<file path="src/hdl/hte_pkg.sv">
`timescale 1ns / 1ps
// ----------------------------------------------------------------------------
// hte_pkg: shared types and constants
// Code table geometry, request kinds and the run handed from packer to buffer.
// ----------------------------------------------------------------------------
package hte_pkg;

   localparam int MAX_CODE_LEN = 32;
   localparam int SYMBOLS      = 256;

   localparam int CODE_W   = 32;
   localparam int LEN_W    = 6;
   localparam int LEN_CAP  = (MAX_CODE_LEN < CODE_W) ? MAX_CODE_LEN : CODE_W;
   localparam int ADDR_W   = $clog2(SYMBOLS);
   localparam int PEND_W   = 7;
   localparam int PCNT_W   = 3;
   localparam int ACC_W    = PEND_W + CODE_W;
   localparam int RUN_BYTES = 4;
   localparam int RUN_W    = 8 * RUN_BYTES;
   localparam int RCNT_W   = 3;

   typedef enum logic [1:0] {
      KIND_LOAD   = 2'd0,
      KIND_ENCODE = 2'd1,
      KIND_FLUSH  = 2'd2
   } kind_type;

   typedef struct packed {
      logic [CODE_W-1:0] code;
      logic [LEN_W-1:0]  len;
   } entry_type;

   typedef struct packed {
      logic [RUN_W-1:0]  bytes;   // first byte in the top lane
      logic [RCNT_W-1:0] count;
   } run_type;

endpackage

</file>
<file path="src/hdl/hte_bit_packer.sv">
`timescale 1ns / 1ps
// ----------------------------------------------------------------------------
// hte_bit_packer: lookup stage and pending bit accumulator
// Merges the looked-up code with pending bits and cuts whole bytes.
// ----------------------------------------------------------------------------
module hte_bit_packer (
   input  logic               clock,
   input  logic               reset,
   input  logic               issue,
   input  hte_pkg::kind_type  issue_kind,
   input  logic               issue_sym_ok,
   input  hte_pkg::entry_type entry,
   input  logic               buf_free,
   output logic               take_ready,
   output logic               run_load,
   output hte_pkg::run_type   run
);

   logic                        s1_valid_ff, s1_valid_in;
   hte_pkg::kind_type           s1_kind_ff;
   logic                        s1_sym_ok_ff;
   logic [hte_pkg::PEND_W-1:0]  pending_bits_ff, pending_bits_in;
   logic [hte_pkg::PCNT_W-1:0]  pending_count_ff, pending_count_in;

   logic                        fire;
   logic                        needs_buf;
   logic [hte_pkg::LEN_W-1:0]   len_eff;
   logic [hte_pkg::CODE_W-1:0]  code_eff;
   logic [hte_pkg::ACC_W-1:0]   acc;
   logic [hte_pkg::ACC_W-1:0]   aligned;
   logic [hte_pkg::LEN_W-1:0]   total;
   logic [hte_pkg::LEN_W-1:0]   lshift;
   logic [hte_pkg::PCNT_W-1:0]  rem;
   logic [hte_pkg::PEND_W-1:0]  rem_mask;
   logic [7:0]                  flush_byte;

   assign needs_buf  = (s1_kind_ff == hte_pkg::KIND_ENCODE) ||
                       (s1_kind_ff == hte_pkg::KIND_FLUSH);
   assign fire       = s1_valid_ff && (buf_free || !needs_buf);
   assign take_ready = !s1_valid_ff || fire;
   assign s1_valid_in = issue || (s1_valid_ff && !fire);

   always_ff @(posedge clock) begin
      if (reset) begin
         s1_valid_ff      <= 1'b0;
         pending_bits_ff  <= '0;
         pending_count_ff <= '0;
      end else begin
         s1_valid_ff      <= s1_valid_in;
         pending_bits_ff  <= pending_bits_in;
         pending_count_ff <= pending_count_in;
      end
   end

   always_ff @(posedge clock) begin
      if (issue) begin
         s1_kind_ff   <= issue_kind;
         s1_sym_ok_ff <= issue_sym_ok;
      end
   end

   // merge: pending bits sit above the new code
   always_comb begin
      len_eff  = s1_sym_ok_ff ? entry.len : '0;
      code_eff = s1_sym_ok_ff ? entry.code : '0;
      acc      = (hte_pkg::ACC_W'(pending_bits_ff) << len_eff) |
                 hte_pkg::ACC_W'(code_eff);
      total    = hte_pkg::LEN_W'(pending_count_ff) + len_eff;
      lshift   = hte_pkg::LEN_W'(hte_pkg::ACC_W) - total;
      aligned  = acc << lshift;
      rem      = total[hte_pkg::PCNT_W-1:0];
      rem_mask = (hte_pkg::PEND_W'(1) << rem) - hte_pkg::PEND_W'(1);
      flush_byte = 8'(pending_bits_ff) << (4'd8 - 4'(pending_count_ff));
   end

   always_comb begin
      pending_bits_in  = pending_bits_ff;
      pending_count_in = pending_count_ff;
      run.bytes        = '0;
      run.count        = '0;
      case (s1_kind_ff)
         hte_pkg::KIND_ENCODE: begin
            run.bytes = aligned[hte_pkg::ACC_W-1 -: hte_pkg::RUN_W];
            run.count = total[hte_pkg::LEN_W-1:3];
            if (fire) begin
               pending_bits_in  = acc[hte_pkg::PEND_W-1:0] & rem_mask;
               pending_count_in = rem;
            end
         end
         hte_pkg::KIND_FLUSH: begin
            run.bytes = {flush_byte, {(hte_pkg::RUN_W-8){1'b0}}};
            run.count = (pending_count_ff != '0) ? hte_pkg::RCNT_W'(1) : '0;
            if (fire) begin
               pending_bits_in  = '0;
               pending_count_in = '0;
            end
         end
         default: begin
            run.count = '0;
         end
      endcase
   end

   assign run_load = fire && (run.count != '0);

   assert property (@(posedge clock) disable iff (reset)
      (pending_bits_ff & ~((hte_pkg::PEND_W'(1) << pending_count_ff)
                            - hte_pkg::PEND_W'(1))) == '0)
      else $error("pending bits set above the pending count");

   assert property (@(posedge clock) disable iff (reset)
      (fire && s1_kind_ff == hte_pkg::KIND_FLUSH) |=> (pending_count_ff == '0))
      else $error("flush left bits pending");

endmodule

</file>
<file path="config.mk">
export PLATFORM = sky130hd
export DESIGN_NAME = hte_bit_packer
export DESIGN_NICKNAME = d
export VERILOG_FILES = /design/src/hdl/hte_pkg.sv /design/src/hdl/hte_bit_packer.sv
export SDC_FILE = /design/constraint.sdc
export NUM_CORES = 1
export LEC_CHECK = 0
export BUFFER_PORTS_ARGS = -buffer_cell sky130_fd_sc_hd__buf_4
export CAP_MARGIN = 20
export CELL_PAD_IN_SITES_DETAIL_PLACEMENT = 0
export CELL_PAD_IN_SITES_GLOBAL_PLACEMENT = 1
export CORE_UTILIZATION = 43
export CTS_CLUSTER_SIZE = 24
export DETAILED_ROUTE_END_ITERATION = 10
export HOLD_SLACK_MARGIN = 0.05
export PLACE_DENSITY = 0.85
export SLEW_MARGIN = 30
export SYNTH_ARGS = -nofsm -noshare
export SYNTH_HDL_FRONTEND = slang
export SYNTH_SLANG_ARGS = --single-unit
</file>
<file path="constraint.sdc">
create_clock -name clock -period 7.25 [get_ports clock]
set_input_delay 1.45 -clock clock [delete_from_list [all_inputs] [get_ports clock]]
set_output_delay 1.45 -clock clock [all_outputs]
set_load 0.05 [all_outputs]
</file>
==> impl_metrics.ini <==
[outcome]
outcome = complete, no violations

[worst_setup_path]
crit_type = input port to output port
endpoint_kind = output port
start_kind = input port
critPathArrivalTime_ps = 5440
worstPathRequired_ps = 5800
r2r_slack_ps = 3140
cp_max_fo = 32

[sta]
rsz0062_at_grt = false
fin_crit_sh = 0.951
fin_worst_skew_ps = 3.29
min_period_ps = 6890
slew_headroom = 0.383
slew_violations = 0
setup_violations = 0
max_freq_mhz = 145
setup_slack_ps = 359
hold_violations = 0
finalSetupTns_ps = 0
whs_ps = 515
tightestPinTransition_ps = 925

[layout]
finish.utilization = 0.504
multiInputGateArea_mm2 = 0.00492
area_growth_syn_to_layout_pct = 13.4
drive_above_1_share = 0.190
layout_common_cells = buf_4, nand2_1, nor2_1
diodes = 0
register_area_um2 = 310
final_common_cell = buf_4
fin_cells = 1033
nNetsFinal = 916
final.fill_count = 1328

[yosys]
yosysWarnings = 0
syn_inst = 839
synth_cell_type_count = 96
ys_dominant_reg_cell = dfxtp_1
synth_nets = 893
synth.area.top_cells = nand2_1, nor2_1, o21ai_0
synthArstFlopShare = 0
synth_edf_count = 3
syn_avg_cell_area_um2 = 6.71
synth_top_area_cell = nand2_1
synth_top_area_frac = 0.0607
synth-seq-area-share = 0.0551
ys_ff_latch = 14
syn_area_mm2 = 0.00563

[power_and_ir_drop]
p_switching_mw = 0.385
power_frac_clock = 0.157
intPower_mw = 0.342
p_seq_frac = 0.121
power_density_mw_per_mm2 = 114
p_comb_frac = 0.722
leakage_nw = 2.39
switching_share = 0.530
irDropWorstVdd_mv = 0.166

[detailed_routing]
vias_per_cell = 7.35
wl_per_cell_um = 26.0
drt-initial-drc-count = 964
num_vias = 7589
antenna_left = 0
wirelength_mm = 26.9
drtPass1Iterations = 5
drc = 0

[floorplan]
core_mm2 = 0.0127
io_pins = 82
rows = 41
die_w_um = 116
die_h_um = 116
die-area_mm2 = 0.0135
initial_core_util = 0.444

[flow_run]
maxCapViolations = 0

[global_route]
antenna_found_initial = 0
grt_overflow = 0
grt_max_degree = 48
grtUsageTotal = 0.398
grt_pass1_vias = 6956
grt_first_pass_wirelength_mm = 40.7

[placement]
io_buffer_count = 81
dp_hpwl_mm = 20.8
place_inst = 1029
place_ws_ps = 327
routabilityCongestion = 1.01

[clock_network]
clock_latency_ps = 240
clockBufferDepth = 2
cts_buffers = 3
cts.sinks = 14
cts_tree = done
hold_buffers = 0
cts.clk_slew.worst_paths_ps = 50
cts_max_level = 1
cts_root_buf = clkbuf_16

[min_path]
holdCritPathClass = register to register
worst paths after layout:
path	depth (start not counted)	to	startpoint
worst max-delay path	16	run[22]	entry[0]
worst min-delay path	2	s1_valid_ff	s1_valid_ff
worst max register to register	13	pending_bits_ff[4]	s1_sym_ok_ff
worst min register to register	2	s1_valid_ff	s1_valid_ff
area by class of cell:
type | count | area share
Clock buffer | 4 | 0.0139
Multi-Input combinational cell | 722 | 0.772
Sequential cell | 14 | 0.0486
Timing Repair Buffer | 103 | 0.121
Tap cell | 172 | 0.0337
Inverter | 18 | 0.0106
flip-flops by register name, summed over array words and instances (netlist names):
name / count
pending_bits_ff: 7
pending_count_ff: 3
s1_kind_ff: 2
s1_sym_ok_ff: 1
s1_valid_ff: 1
logic make-up after synthesis:
| family | Yosys count | synth area share |
|---|---|---|
| compound gates | 332 | 0.438 |
| simple gates | 331 | 0.297 |
| mux | 42 | 0.0903 |
| flops | 14 | 0.0551 |
| fa+ha+maj | 9 | 0.0213 |
| xor+xnor | 8 | 0.0151 |
| buf+inv | 103 | 0.0836 |
through the flow:
| step | power (mW) | cell area [µm²] |
|---|---|---|
| 2_1_floorplan | 0.438 | 5670 |
| 3_3_place_gp | 0.592 | 6290 |
| 3_5_place_dp | 0.593 | 6290 |
| 4_1_cts | 0.708 | 6380 |
| 5_1_grt | 0.759 | 6380 |
| 6_report | 0.727 | 6380 |
cell usage after synthesis (8+ instances only):
library cell,n
clkbuf_1,41
dfxtp_1,11
o21a_1,10
a22oi_1,9
buf_2,28
o32ai_1,11
a31oi_1,13
o22ai_1,21
o31ai_1,9
nor2_1,82
nor3_1,31
nand2_1,91
or3_1,8
a221oi_1,12
inv_1,18
mux2i_1,23
o21ai_0,49
ha_1,8
a32oi_1,13
nand2b_1,11
nand3_1,28
o211ai_1,13
a21o_1,8
a211o_1,12
a211oi_1,14
and2_1,11
mux2_2,12
a21oi_1,42
power groups by stage:
stage	Combinational [mW]	Sequential [mW]	Clock (mW)
3_5_place_dp	0.503	0.0891	0
2_1_floorplan	0.353	0.0851	0
6_report	0.525	0.0880	0.114
5_1_grt	0.552	0.0881	0.118
3_3_place_gp	0.503	0.0889	0
4_1_cts	0.506	0.0878	0.114
metal layers:
layer | GRT usage | wire (µm)
met1 | 0.534 | 11100
met2 | 0.625 | 11800
met3 | 0.0592 | 2580
met4 | 0.186 | 1410
met5 | 0 | 0
what timing repair did:
action / 4_1_cts / 5_1_grt
resized for setup: 0 / 1
setup endpoints to repair: 0 / 14
buffers inserted: 0 / 0
critical path, cell delays in order:
cell and delay (ps):
buf_4 310, and2_1 390, nand2_1 130, fa_2 440
nor2b_1 130, o21ai_0 100, xor2_1 160, nor2_1 120
inv_1 60, ha_1 180, xor3_1 510, nand2_1 230
nor2_2 350, nand2_1 370, o22ai_1 290, buf_4 230
(Power assumes the default switching activity.)
