===== config.mk =====
export PLATFORM = sky130hd
export DESIGN_NAME = hte_out_buffer
export DESIGN_NICKNAME = d
export VERILOG_FILES = /design/src/hdl/hte_pkg.sv /design/src/hdl/hte_out_buffer.sv
export SDC_FILE = /design/constraint.sdc
export NUM_CORES = 1
export LEC_CHECK = 0
export BUFFER_PORTS_ARGS = -buffer_cell sky130_fd_sc_hd__buf_2
export CAP_MARGIN = 15
export CORE_ASPECT_RATIO = 0.8
export CORE_MARGIN = 4
export CORE_UTILIZATION = 45
export CTS_BUF_LIST = sky130_fd_sc_hd__clkbuf_2
export CTS_CLUSTER_DIAMETER = 80
export DETAILED_ROUTE_END_ITERATION = 10
export PLACE_DENSITY = 0.72
export SLEW_MARGIN = 20
export SYNTH_ARGS = -nofsm -noshare
export SYNTH_HDL_FRONTEND = slang
export SYNTH_SLANG_ARGS = --single-unit

===== constraint.sdc =====
create_clock -name clock -period 2.6 [get_ports clock]
set_clock_uncertainty 0.05 [all_clocks]
set_input_delay 0.52 -clock clock [delete_from_list [all_inputs] [get_ports clock]]
set_output_delay 0.52 -clock clock [all_outputs]
set_load 0.02 [all_outputs]

===== src/hdl/hte_pkg.sv =====
`timescale 1ns / 1ps
// ----------------------------------------------------------------------------
// hte_pkg: shared types and constants
// Code table geometry, request kinds and the run handed from packer to buffer.
// ----------------------------------------------------------------------------
package hte_pkg;

   localparam int MAX_CODE_LEN = 32;
   localparam int SYMBOLS      = 256;

   localparam int CODE_W   = 32;
   localparam int LEN_W    = 6;
   localparam int LEN_CAP  = (MAX_CODE_LEN < CODE_W) ? MAX_CODE_LEN : CODE_W;
   localparam int ADDR_W   = $clog2(SYMBOLS);
   localparam int PEND_W   = 7;
   localparam int PCNT_W   = 3;
   localparam int ACC_W    = PEND_W + CODE_W;
   localparam int RUN_BYTES = 4;
   localparam int RUN_W    = 8 * RUN_BYTES;
   localparam int RCNT_W   = 3;

   typedef enum logic [1:0] {
      KIND_LOAD   = 2'd0,
      KIND_ENCODE = 2'd1,
      KIND_FLUSH  = 2'd2
   } kind_type;

   typedef struct packed {
      logic [CODE_W-1:0] code;
      logic [LEN_W-1:0]  len;
   } entry_type;

   typedef struct packed {
      logic [RUN_W-1:0]  bytes;   // first byte in the top lane
      logic [RCNT_W-1:0] count;
   } run_type;

endpackage


===== src/hdl/hte_out_buffer.sv =====
`timescale 1ns / 1ps
// ----------------------------------------------------------------------------
// hte_out_buffer: response byte buffer
// Holds one run of up to four bytes and sends them out one a cycle while rsp_ready is high.
// ----------------------------------------------------------------------------
module hte_out_buffer (
   input  logic             clock,
   input  logic             reset,
   input  logic             run_load,
   input  hte_pkg::run_type run,
   output logic             buf_free,
   output logic             rsp_valid,
   input  logic             rsp_ready,
   output logic [7:0]       rsp_out_byte,
   output logic             rsp_last_of_run
);

   logic [hte_pkg::RUN_W-1:0]  bytes_ff, bytes_in;
   logic [hte_pkg::RCNT_W-1:0] count_ff, count_in;
   logic                       take;

   assign rsp_valid       = (count_ff != '0);
   assign take            = rsp_valid && rsp_ready;
   assign buf_free        = (count_ff == '0) ||
                            (count_ff == hte_pkg::RCNT_W'(1) && rsp_ready);
   assign rsp_out_byte    = bytes_ff[hte_pkg::RUN_W-1 -: 8];
   assign rsp_last_of_run = (count_ff == hte_pkg::RCNT_W'(1));

   always_comb begin
      bytes_in = bytes_ff;
      count_in = count_ff;
      if (run_load) begin
         bytes_in = run.bytes;
         count_in = run.count;
      end else if (take) begin
         bytes_in = bytes_ff << 8;
         count_in = count_ff - hte_pkg::RCNT_W'(1);
      end
   end

   always_ff @(posedge clock) begin
      if (reset) begin
         count_ff <= '0;
      end else begin
         count_ff <= count_in;
      end
   end

   always_ff @(posedge clock) begin
      bytes_ff <= bytes_in;
   end

   assert property (@(posedge clock) disable iff (reset)
      run_load |-> (count_ff == '0 || (count_ff == hte_pkg::RCNT_W'(1) && take)))
      else $error("run loaded over unsent bytes");

   assert property (@(posedge clock) disable iff (reset)
      count_ff <= hte_pkg::RCNT_W'(hte_pkg::RUN_BYTES))
      else $error("buffer count beyond run size");

endmodule


==> run_results.csv, run 1 <==
group,metric,value,unit
clock_network,clock_sinks,35,
power_and_ir_drop,peakVddDrop,0.2719,mV
layout,drive_gt1_share,59.06,%
sta,fin_crit_sh,77.24,%
logic_synthesis,netlist_instances,103,
global_routing,grt_pass1_vias,913,
setup_path,arrival,1.44,ns
hold_path,whs_path_depth,2,
layout,fillCellCount,289,
setup_path,critPathLaunchType,"flop",
sta,fin_hold_ws,0.3308,ns
setup_path,critical_path_class,"flop to output port",
power_and_ir_drop,power.density,647.3,mW/mm2
route,wl_per_cell,13.45,um
setup_path,crit_family,"flip-flops",
floorplanning,row_count,19,
layout,area_growth,17.74,%
logic_synthesis,synthDistinctLibCells,24,
setup_path,reg2reg_from,"count_ff[0]",
clock_network,cts_resized,0,
setup_path,endpoint_kind,"output port",
setup_path,ff2ff_setup_slack,0.87,ns
setup_path,slowest_stage,"dfxtp_1",
place,place_ws,0.7428,ns
hold_path,min-delay-path-class,"primary input to flop",
route,via_per_inst,4.838,
clock_network,clockRootBuffer,"clkbuf_2",
route,drc,0,
sta,fmax,498.0,MHz
global_routing,antenna_found_initial,0,
clock_network,htreeDepth,2,
layout,num-nets-final,190,
sta,slew_headroom,73.93,%
setup_path,cp_max_fo,3,
route,vias,924,
global_routing,grt_max_degree,33,
route,first_pass_iters,2,
setup_path,cp_common_cell,"nand2_1",
power_and_ir_drop,leakagePower,0.7963,nW
clock_network,holdBufCountCts,0,
logic_synthesis,ys_seq_elements,35,
place,io_buffers,49,
global_routing,grt_overflow,0,
hold_path,hold_start,"reset",
setup_path,worst-r2r-cell-count,5,
setup_path,slowest_delay,0.38,ns
route,drt_wl_total,2.569,mm
global_routing,grt_usage,11.83,%
floorplanning,die_h,61.59,um
place,place_hpwl,1.841,mm
run,cap_violations,0,
hold_path,hold_end,"count_ff[0]",
sta,tns,0,ns
logic_synthesis,yosysWarnings,0,
floorplanning,ios,50,
layout,diodes,0,
route,ant_nets,0,
setup_path,path_cells,"inv_1, ha_1, and2b_2, nand2_1, nand2_1, buf_2",
logic_synthesis,avgSynthCellArea,15.68,um2
floorplanning,die_area,0.004618,mm2
sta,period_minus_slack,2.008,ns
layout,postLayoutCoreUtil,55.17,%
setup_path,cp_num_buf_inv,2,
sta,setup_ws,0.5918,ns
sta,hold_viol,0,
run_status,status,"finished clean",
setup_path,timing.rr.end,"bytes_ff[30]",
floorplanning,core_area,0.003447,mm2
sta,drv_slew,0,
clock_network,path_clk_slew,0.17,ns
logic_synthesis,seq_area_frac_synth,63.21,%
route,drt_iter0_drc,64,
sta,grt_setup_unrepaired,"no",
clock_network,cts_buffers,5,
floorplanning,dieWidth,74.99,um
sta,setup_viol,0,
clock_network,worstSkewPairLatency,0.36,ns
place,gp_congestion,0.7282,
clock_network,post_cts_buffers,0,
logic_synthesis,syn-cell-area,0.001615,mm2
logic_synthesis,syn_nets,145,
global_routing,grt_pass1_wl,4.022,mm
floorplanning,initial_core_util,46.86,%
setup_path,cp_data_required_time,2.03,ns
clock_network,cts_buffer_depth,2,
sta,worstMarginPinSlew,0.3910,ns
clock_network,cts_tree,"built",
## how the worst max path moves through the flow
stage                 from            to  slack, ns  cells past startpoint
2_1_floorplan     run_load   bytes_ff[0]       0.85                      3
3_3_place_gp      run_load  bytes_ff[24]       0.79                      3
3_5_place_dp      run_load  bytes_ff[10]       0.74                      3
4_1_cts        count_ff[1]      buf_free       0.57                      6
5_1_grt        count_ff[1]      buf_free       0.44                      6
6_report       count_ff[1]      buf_free       0.59                      6
## state kept, by name (all words and copies together), names as in the netlist
register,flops
count_ff,3
bytes_ff,32
## final cells by class
class                      count  area, um2  share of cell area, %
tap                           42      52.55                  2.763
inverter                       3      11.26                 0.5921
timing repair buffer          51      260.3                  13.68
multi-input combinational     52      491.7                  25.86
clock inverter                 1      30.03                  1.579
sequential                    35       1021                  53.68
clock buffer                   7      35.03                  1.842
## report_power, final
part           leakage (nW)  internal (mW)  switching, mW
logic                 0.402         0.0894         0.0972
clock network        0.0432          0.172          0.170
registers             0.351          0.687         0.0150
## cells in the mapped netlist
| cell type | n | area share (%) |
|---|---|---|
| and2_1 | 8 | 3.1 |
| o22ai_2 | 1 | 0.77 |
| buf_6 | 1 | 0.70 |
| ha_1 | 3 | 2.3 |
| nor2b_1 | 1 | 0.39 |
| buf_4 | 8 | 3.7 |
| a21oi_1 | 1 | 0.31 |
| a311oi_1 | 1 | 0.54 |
| buf_2 | 4 | 1.2 |
| a21boi_0 | 1 | 0.46 |
| a2111oi_2 | 1 | 0.93 |
| edfxtp_1 | 32 | 59 |
| a311o_1 | 1 | 0.62 |
| nand2_1 | 3 | 0.70 |
| nor3_1 | 1 | 0.31 |
| a21o_2 | 1 | 0.54 |
| and4b_1 | 1 | 0.62 |
| mux2_2 | 24 | 17 |
| and2b_2 | 1 | 0.54 |
| nor2_1 | 1 | 0.23 |
| nand2b_4 | 1 | 0.85 |
| inv_1 | 3 | 0.70 |
| dfxtp_1 | 3 | 3.7 |
| a211oi_1 | 1 | 0.46 |
## logic make-up after synthesis
family,count (synthesis),share of synthesized area [%]
flip-flops,35,63.21
multiplexers,24,16.73
AND/OR/NAND/NOR,17,6.739
buffers and inverters,16,6.352
AO/OA/AOI/OAI,8,4.647
adder cells (fa/ha/maj),3,2.324
## per-stage QoR
step	std cells	power, mW	area (um2)
final	191	1.231	1902
after CTS	191	1.243	1902
after global routing	191	1.292	1902
after global placement	183	0.8954	1837
after detailed placement	183	0.9048	1837
after floorplan	103	0.8581	1615
## placed cells by master, fill, tap and decap left out
master	count
clkbuf_2	7
a311oi_1	1
o22ai_2	1
buf_2	49
nand2_1	3
a21boi_0	1
and2b_2	1
nor2b_1	1
bufinv_16	1
a2111oi_2	1
a21o_2	1
edfxtp_1	32
ha_1	3
mux2_2	24
a211oi_1	1
nor3_1	1
dfxtp_1	3
nor2_1	1
and4b_1	1
buf_4	2
nand2b_4	1
a21oi_1	1
a311o_1	1
and2_1	8
inv_1	3
## worst reg2reg max path, stage by stage, from the launching register on
cell      delay [ns]
dfxtp_1         0.42
inv_1           0.08
ha_1            0.24
nand2b_4        0.12
a21o_2          0.13
buf_4           0.35
## per-layer routing
layer	up-vias	share of wire [%]	routed length (um)	GRT usage (%)
met5	-	0	0	0
met4	0	1.3	34	6.091
met3	4	9.7	249	3.915
met2	38	45	1157	18.11
met1	420	44	1128	15.05
li1	462	-	-	-
Power figures use the tool's default switching activity.
==> inputs of run 2 (changes only) <==
Clock period 2.6 ns to 2 ns, I/O delays scaled along.
==> run 2 against run 1 <==
  * Utilization is 0.80 points higher
  * Sequential share of layout area decreased by 0.70 points
  * Die area unchanged
  * Flip-flop and latch count is the same
  * Clock power rose by 27%
  * Routed wire length fell by 0.54%
  * Global-route usage about the same
  * Critical endpoint unchanged
  * Setup slack worse by 0.48 ns
  * Critical path depth fell by 1
  * Non-clock buffer count unchanged
==> run_results.csv, run 2 (synthesis results as in run 1) <==
group,metric,value,unit
floorplanning,ios,50,
floorplanning,core_area,0.003447,mm2
sta,grt_setup_unrepaired,"no",
place,gp_congestion,0.7241,
sta,hold_viol,0,
sta,period_minus_slack,1.886,ns
route,ant_nets,0,
route,drt_wl_total,2.555,mm
power_and_ir_drop,leakagePower,0.8041,nW
sta,drv_slew,0,
setup_path,cp_max_fo,7,
clock_network,path_clk_slew,0.17,ns
layout,diodes,0,
floorplanning,row_count,19,
setup_path,critical_path_class,"flop to output port",
floorplanning,dieWidth,74.99,um
global_routing,grt_pass1_vias,912,
setup_path,arrival,1.44,ns
clock_network,htreeDepth,2,
layout,top_regs,"bytes_ff: 32 flops, count_ff: 3 flops",
setup_path,endpoint_kind,"output port",
layout,area_growth,19.44,%
layout,fillCellCount,296,
setup_path,ff2ff_setup_slack,0.45,ns
setup_path,cp-startpoint,"count_ff[0]",
floorplanning,die_area,0.004618,mm2
setup_path,timing.rr.end,"bytes_ff[2]",
place,place_hpwl,1.808,mm
global_routing,grt_usage,11.81,%
layout,drive_gt1_share,59.73,%
layout,final_common_cell,"buf_2",
run,cap_violations,0,
setup_path,cp-endpoint,"buf_free",
route,wl_per_cell,13.38,um
global_routing,antenna_found_initial,0,
setup_path,cp_data_required_time,1.55,ns
clock_network,cts_tree,"built",
route,via_per_inst,4.874,
layout,largest_register,"bytes_ff",
hold_path,min-delay-path-class,"primary input to flop",
floorplanning,die_h,61.59,um
global_routing,grt_max_degree,33,
sta,slew_headroom,77.93,%
layout,seq_area,0.001022,mm2
global_routing,grt_overflow,0,
route,drc,0,
layout,largest_register_ffs,32,
clock_network,clock_sinks,35,
clock_network,worstSkewPairLatency,0.36,ns
layout,final_area,0.001929,mm2
sta,worstMarginPinSlew,0.3304,ns
layout,num-nets-final,190,
place,dpl-instance-area,0.001862,mm2
route,drt_iter0_drc,54,
route,first_pass_iters,4,
setup_path,critPathLaunchType,"flop",
layout,final_cell_mix,"buf_2, edfxtp_1, mux2_2, and2_1, clkbuf_2",
power_and_ir_drop,power.density,829.9,mW/mm2
sta,setup_ws,0.1137,ns
layout,multi_input_area,491.7,um2
sta,tns,0,ns
sta,fin_crit_sh,94.32,%
run_status,status,"finished clean",
power_and_ir_drop,peakVddDrop,0.3616,mV
place,place_ws,0.4435,ns
clock_network,cts_buffer_depth,2,
clock_network,cts_buffers,5,
clock_network,post_cts_buffers,0,
setup_path,reg2reg_from,"count_ff[0]",
place,io_buffers,49,
setup_path,worst-r2r-cell-count,5,
global_routing,grt_pass1_wl,3.877,mm
route,vias,931,
clock_network,clockRootBuffer,"clkbuf_2",
sta,setup_viol,0,
floorplanning,initial_core_util,46.86,%
sta,fmax,530.1,MHz
run 2: metrics by stage:
stage / power, mW / util, % / instances / hold WS (ns)
after CTS: 1.627 / 55.86 / 191 / 0.1612
after global routing: 1.681 / 55.97 / 191 / 0.1599
after global placement: 1.172 / 54.01 / 183 / 0.4492
after detailed placement: 1.183 / 54.01 / 183 / 0.4514
final: 1.601 / 55.97 / 191 / 0.2150
after floorplan: 1.116 / - / 103 / 0.4281
run 2: report_power, final:
group          leakage (nW)  total [mW]  switching [mW]  internal [mW]
clock                0.0404       0.435           0.229          0.206
combinational         0.412       0.252           0.127          0.125
sequential            0.352       0.914          0.0201          0.894
total                 0.804        1.60           0.376           1.22
run 2: worst min-delay path by stage:
stage	start	end	cells after the start
after CTS	reset	count_ff[2]	2
after floorplan	count_ff[1]	count_ff[1]	2
after detailed placement	count_ff[1]	count_ff[1]	2
after global placement	count_ff[1]	count_ff[1]	2
final	reset	count_ff[2]	2
after global routing	reset	count_ff[2]	2
run 2: what timing repair did:
action	CTS	global route
endpoints found under the setup margin	0	1
hold buffers	0	0
resized for setup	0	3
run 2: critical path, stage by stage, from the launching register on:
cell	delay, ns
dfxtp_1	0.43
inv_1	0.09
ha_1	0.24
nand2b_4	0.11
nand2_1	0.06
buf_4	0.15
run 2: layer usage:
layer	track usage (%)	up-vias	wire length (um)
met5	0	-	0
li1	-	468	-
met4	5.330	0	53
met2	18.73	37	1170
met3	6.199	5	294
met1	13.34	421	1036
run 2: final cells by class:
| class | instances | share of cell area [%] |
|---|---|---|
| multi-input cells | 52 | 25.49 |
| flip-flops and latches | 35 | 52.98 |
| clock buffers | 5 | 1.297 |
| well taps | 42 | 2.724 |
| repair buffers | 51 | 14.92 |
| clock inverters | 3 | 2.010 |
| inverters | 3 | 0.5837 |
==> inputs of run 3 (changes only) <==
Settings changed: CORE_UTILIZATION 45 to 35, PLACE_DENSITY 0.72 to not set, PLACE_DENSITY_LB_ADDON set to 0.15.
==> run 3 against run 2 <==
  * Utilization down 11 points
  * Cell count up 7.9%
  * Non-clock buffer count unchanged
  * Setup slack better by 0.010 ns
  * Largest cell class unchanged
  * Via count down 0.21%
==> run_results.csv, run 3 (synthesis results as in run 1) <==
group,metric,value,unit
route,first_pass_iters,4,
setup_path,ff2ff_setup_slack,0.31,ns
sta,hold_viol,0,
clock_network,clock_sinks,35,
clock_network,cts_tree,"built",
setup_path,timing.rr.end,"bytes_ff[13]",
sta,fmax,533.1,MHz
sta,drv_slew,0,
sta,setup_viol,0,
global_routing,grt_usage,10.30,%
clock_network,holdBufCountCts,0,
power_and_ir_drop,leakagePower,0.7909,nW
layout,final_cells,206,
setup_path,cp-startpoint,"count_ff[0]",
layout,multi_input_area,491.7,um2
clock_network,cts_buffers,5,
setup_path,critPathLaunchType,"flop",
setup_path,slowest_stage,"dfxtp_1",
floorplanning,ios,50,
layout,largest_register,"bytes_ff",
floorplanning,die_area,0.005773,mm2
setup_path,critical_path_class,"flop to output port",
layout,final_common_cell,"buf_2",
route,vias,929,
hold_path,min-delay-path-class,"primary input to flop",
setup_path,endpoint_kind,"output port",
place,dp.cells,198,
sta,slew_headroom,82.18,%
clock_network,htreeDepth,2,
layout,diodes,0,
layout,drive_gt1_share,57.72,%
setup_path,cp_max_fo,7,
global_routing,grt_max_degree,30,
floorplanning,die_h,68.76,um
sta,period_minus_slack,1.876,ns
layout,postLayoutCoreUtil,44.51,%
place,dpl-instance-area,0.001881,mm2
setup_path,reg2reg_from,"count_ff[0]",
route,drc,0,
floorplanning,dieWidth,83.96,um
clock_network,post_cts_buffers,0,
power_and_ir_drop,peakVddDrop,0.2342,mV
clock_network,clockRootBuffer,"clkbuf_2",
floorplanning,core_area,0.004309,mm2
setup_path,cp_data_required_time,1.55,ns
place,place_hpwl,1.996,mm
route,wl_per_cell,13.17,um
run,cap_violations,0,
clock_network,cts_resized,0,
layout,seq_area,0.001021,mm2
place,gp_congestion,0.6325,
sta,tns,0,ns
sta,fin_crit_sh,93.79,%
place,io_buffers,49,
route,via_per_inst,4.510,
floorplanning,initial_core_util,37.49,%
setup_path,worst-r2r-cell-count,5,
layout,num-nets-final,190,
layout,final_area,0.001918,mm2
layout,area_growth,18.75,%
layout,largest_register_ffs,32,
layout,fillCellCount,433,
floorplanning,row_count,21,
global_routing,antenna_found_initial,0,
route,drt_wl_total,2.714,mm
global_routing,grt_pass1_vias,1017,
setup_path,cp-endpoint,"buf_free",
clock_network,path_clk_slew,0.17,ns
route,drt_iter0_drc,22,
global_routing,grt_pass1_wl,4.491,mm
route,ant_nets,0,
setup_path,path_cells,"inv_1, ha_1, nand2b_4, nand2_1, buf_2",
global_routing,grt_overflow,0,
layout,top_regs,"bytes_ff: 32 flops, count_ff: 3 flops",
run_status,status,"finished clean",
sta,grt_setup_unrepaired,"no",
setup_path,slowest_delay,0.42,ns
setup_path,arrival,1.43,ns
clock_network,cts_buffer_depth,2,
power_and_ir_drop,power.density,763.1,mW/mm2
layout,final_cell_mix,"buf_2, edfxtp_1, mux2_2, and2_1, clkbuf_2",
clock_network,worstSkewPairLatency,0.35,ns
sta,worstMarginPinSlew,0.2667,ns
[run 3: final cells by class]
type                       instances  area share [%]
tap                               57           3.718
multi-input combinational         52           25.64
clock buffer                       6           1.566
sequential                        35           53.23
timing repair buffer              51           14.87
inverter                           3          0.5871
clock inverter                     2          0.3914
[run 3: worst max-delay path, delay by kind of cell (launching register included)]
| family | cells | cell delay [ns] |
|---|---|---|
| buffers and inverters | 2 | 0.23 |
| DFF | 1 | 0.42 |
| adders and majority gates | 1 | 0.24 |
| and+or+nand+nor | 2 | 0.18 |
[run 3: where the power goes]
| group | switching, mW | leakage, nW | total (mW) | internal [mW] |
|---|---|---|---|---|
| Clock | 0.214 | 0.0281 | 0.298 | 0.0844 |
| Sequential | 0.0197 | 0.351 | 0.913 | 0.893 |
| Combinational | 0.129 | 0.411 | 0.253 | 0.123 |
| Total | 0.363 | 0.791 | 1.46 | 1.10 |
[run 3: metrics by stage]
stage          hold WS [ns]  power [mW]  setup slack [ns]
2_1_floorplan        0.4281       1.116            0.2699
3_3_place_gp         0.4444       1.179            0.4154
3_5_place_dp         0.4488       1.187            0.3450
4_1_cts              0.1802       1.491            0.1018
5_1_grt              0.1781       1.549           0.01614
6_report             0.2171       1.464            0.1242
[run 3: routing by layer]
layer | part of all wire (%) | GRT usage, %
met5 | 0 | 0
met4 | 1.8 | 5.422
met3 | 9.5 | 4.513
met2 | 48 | 17.76
met1 | 41 | 10.98
[run 3: worst min path at each step]
stage | startpoint | end | slack [ns] | cells after the start
after detailed placement | count_ff[1] | count_ff[1] | 0.45 | 2
after global placement | count_ff[1] | count_ff[1] | 0.44 | 2
after CTS | reset | count_ff[2] | 0.18 | 2
after global routing | reset | count_ff[2] | 0.18 | 2
after floorplan | count_ff[1] | count_ff[1] | 0.43 | 2
final | reset | count_ff[0] | 0.22 | 2
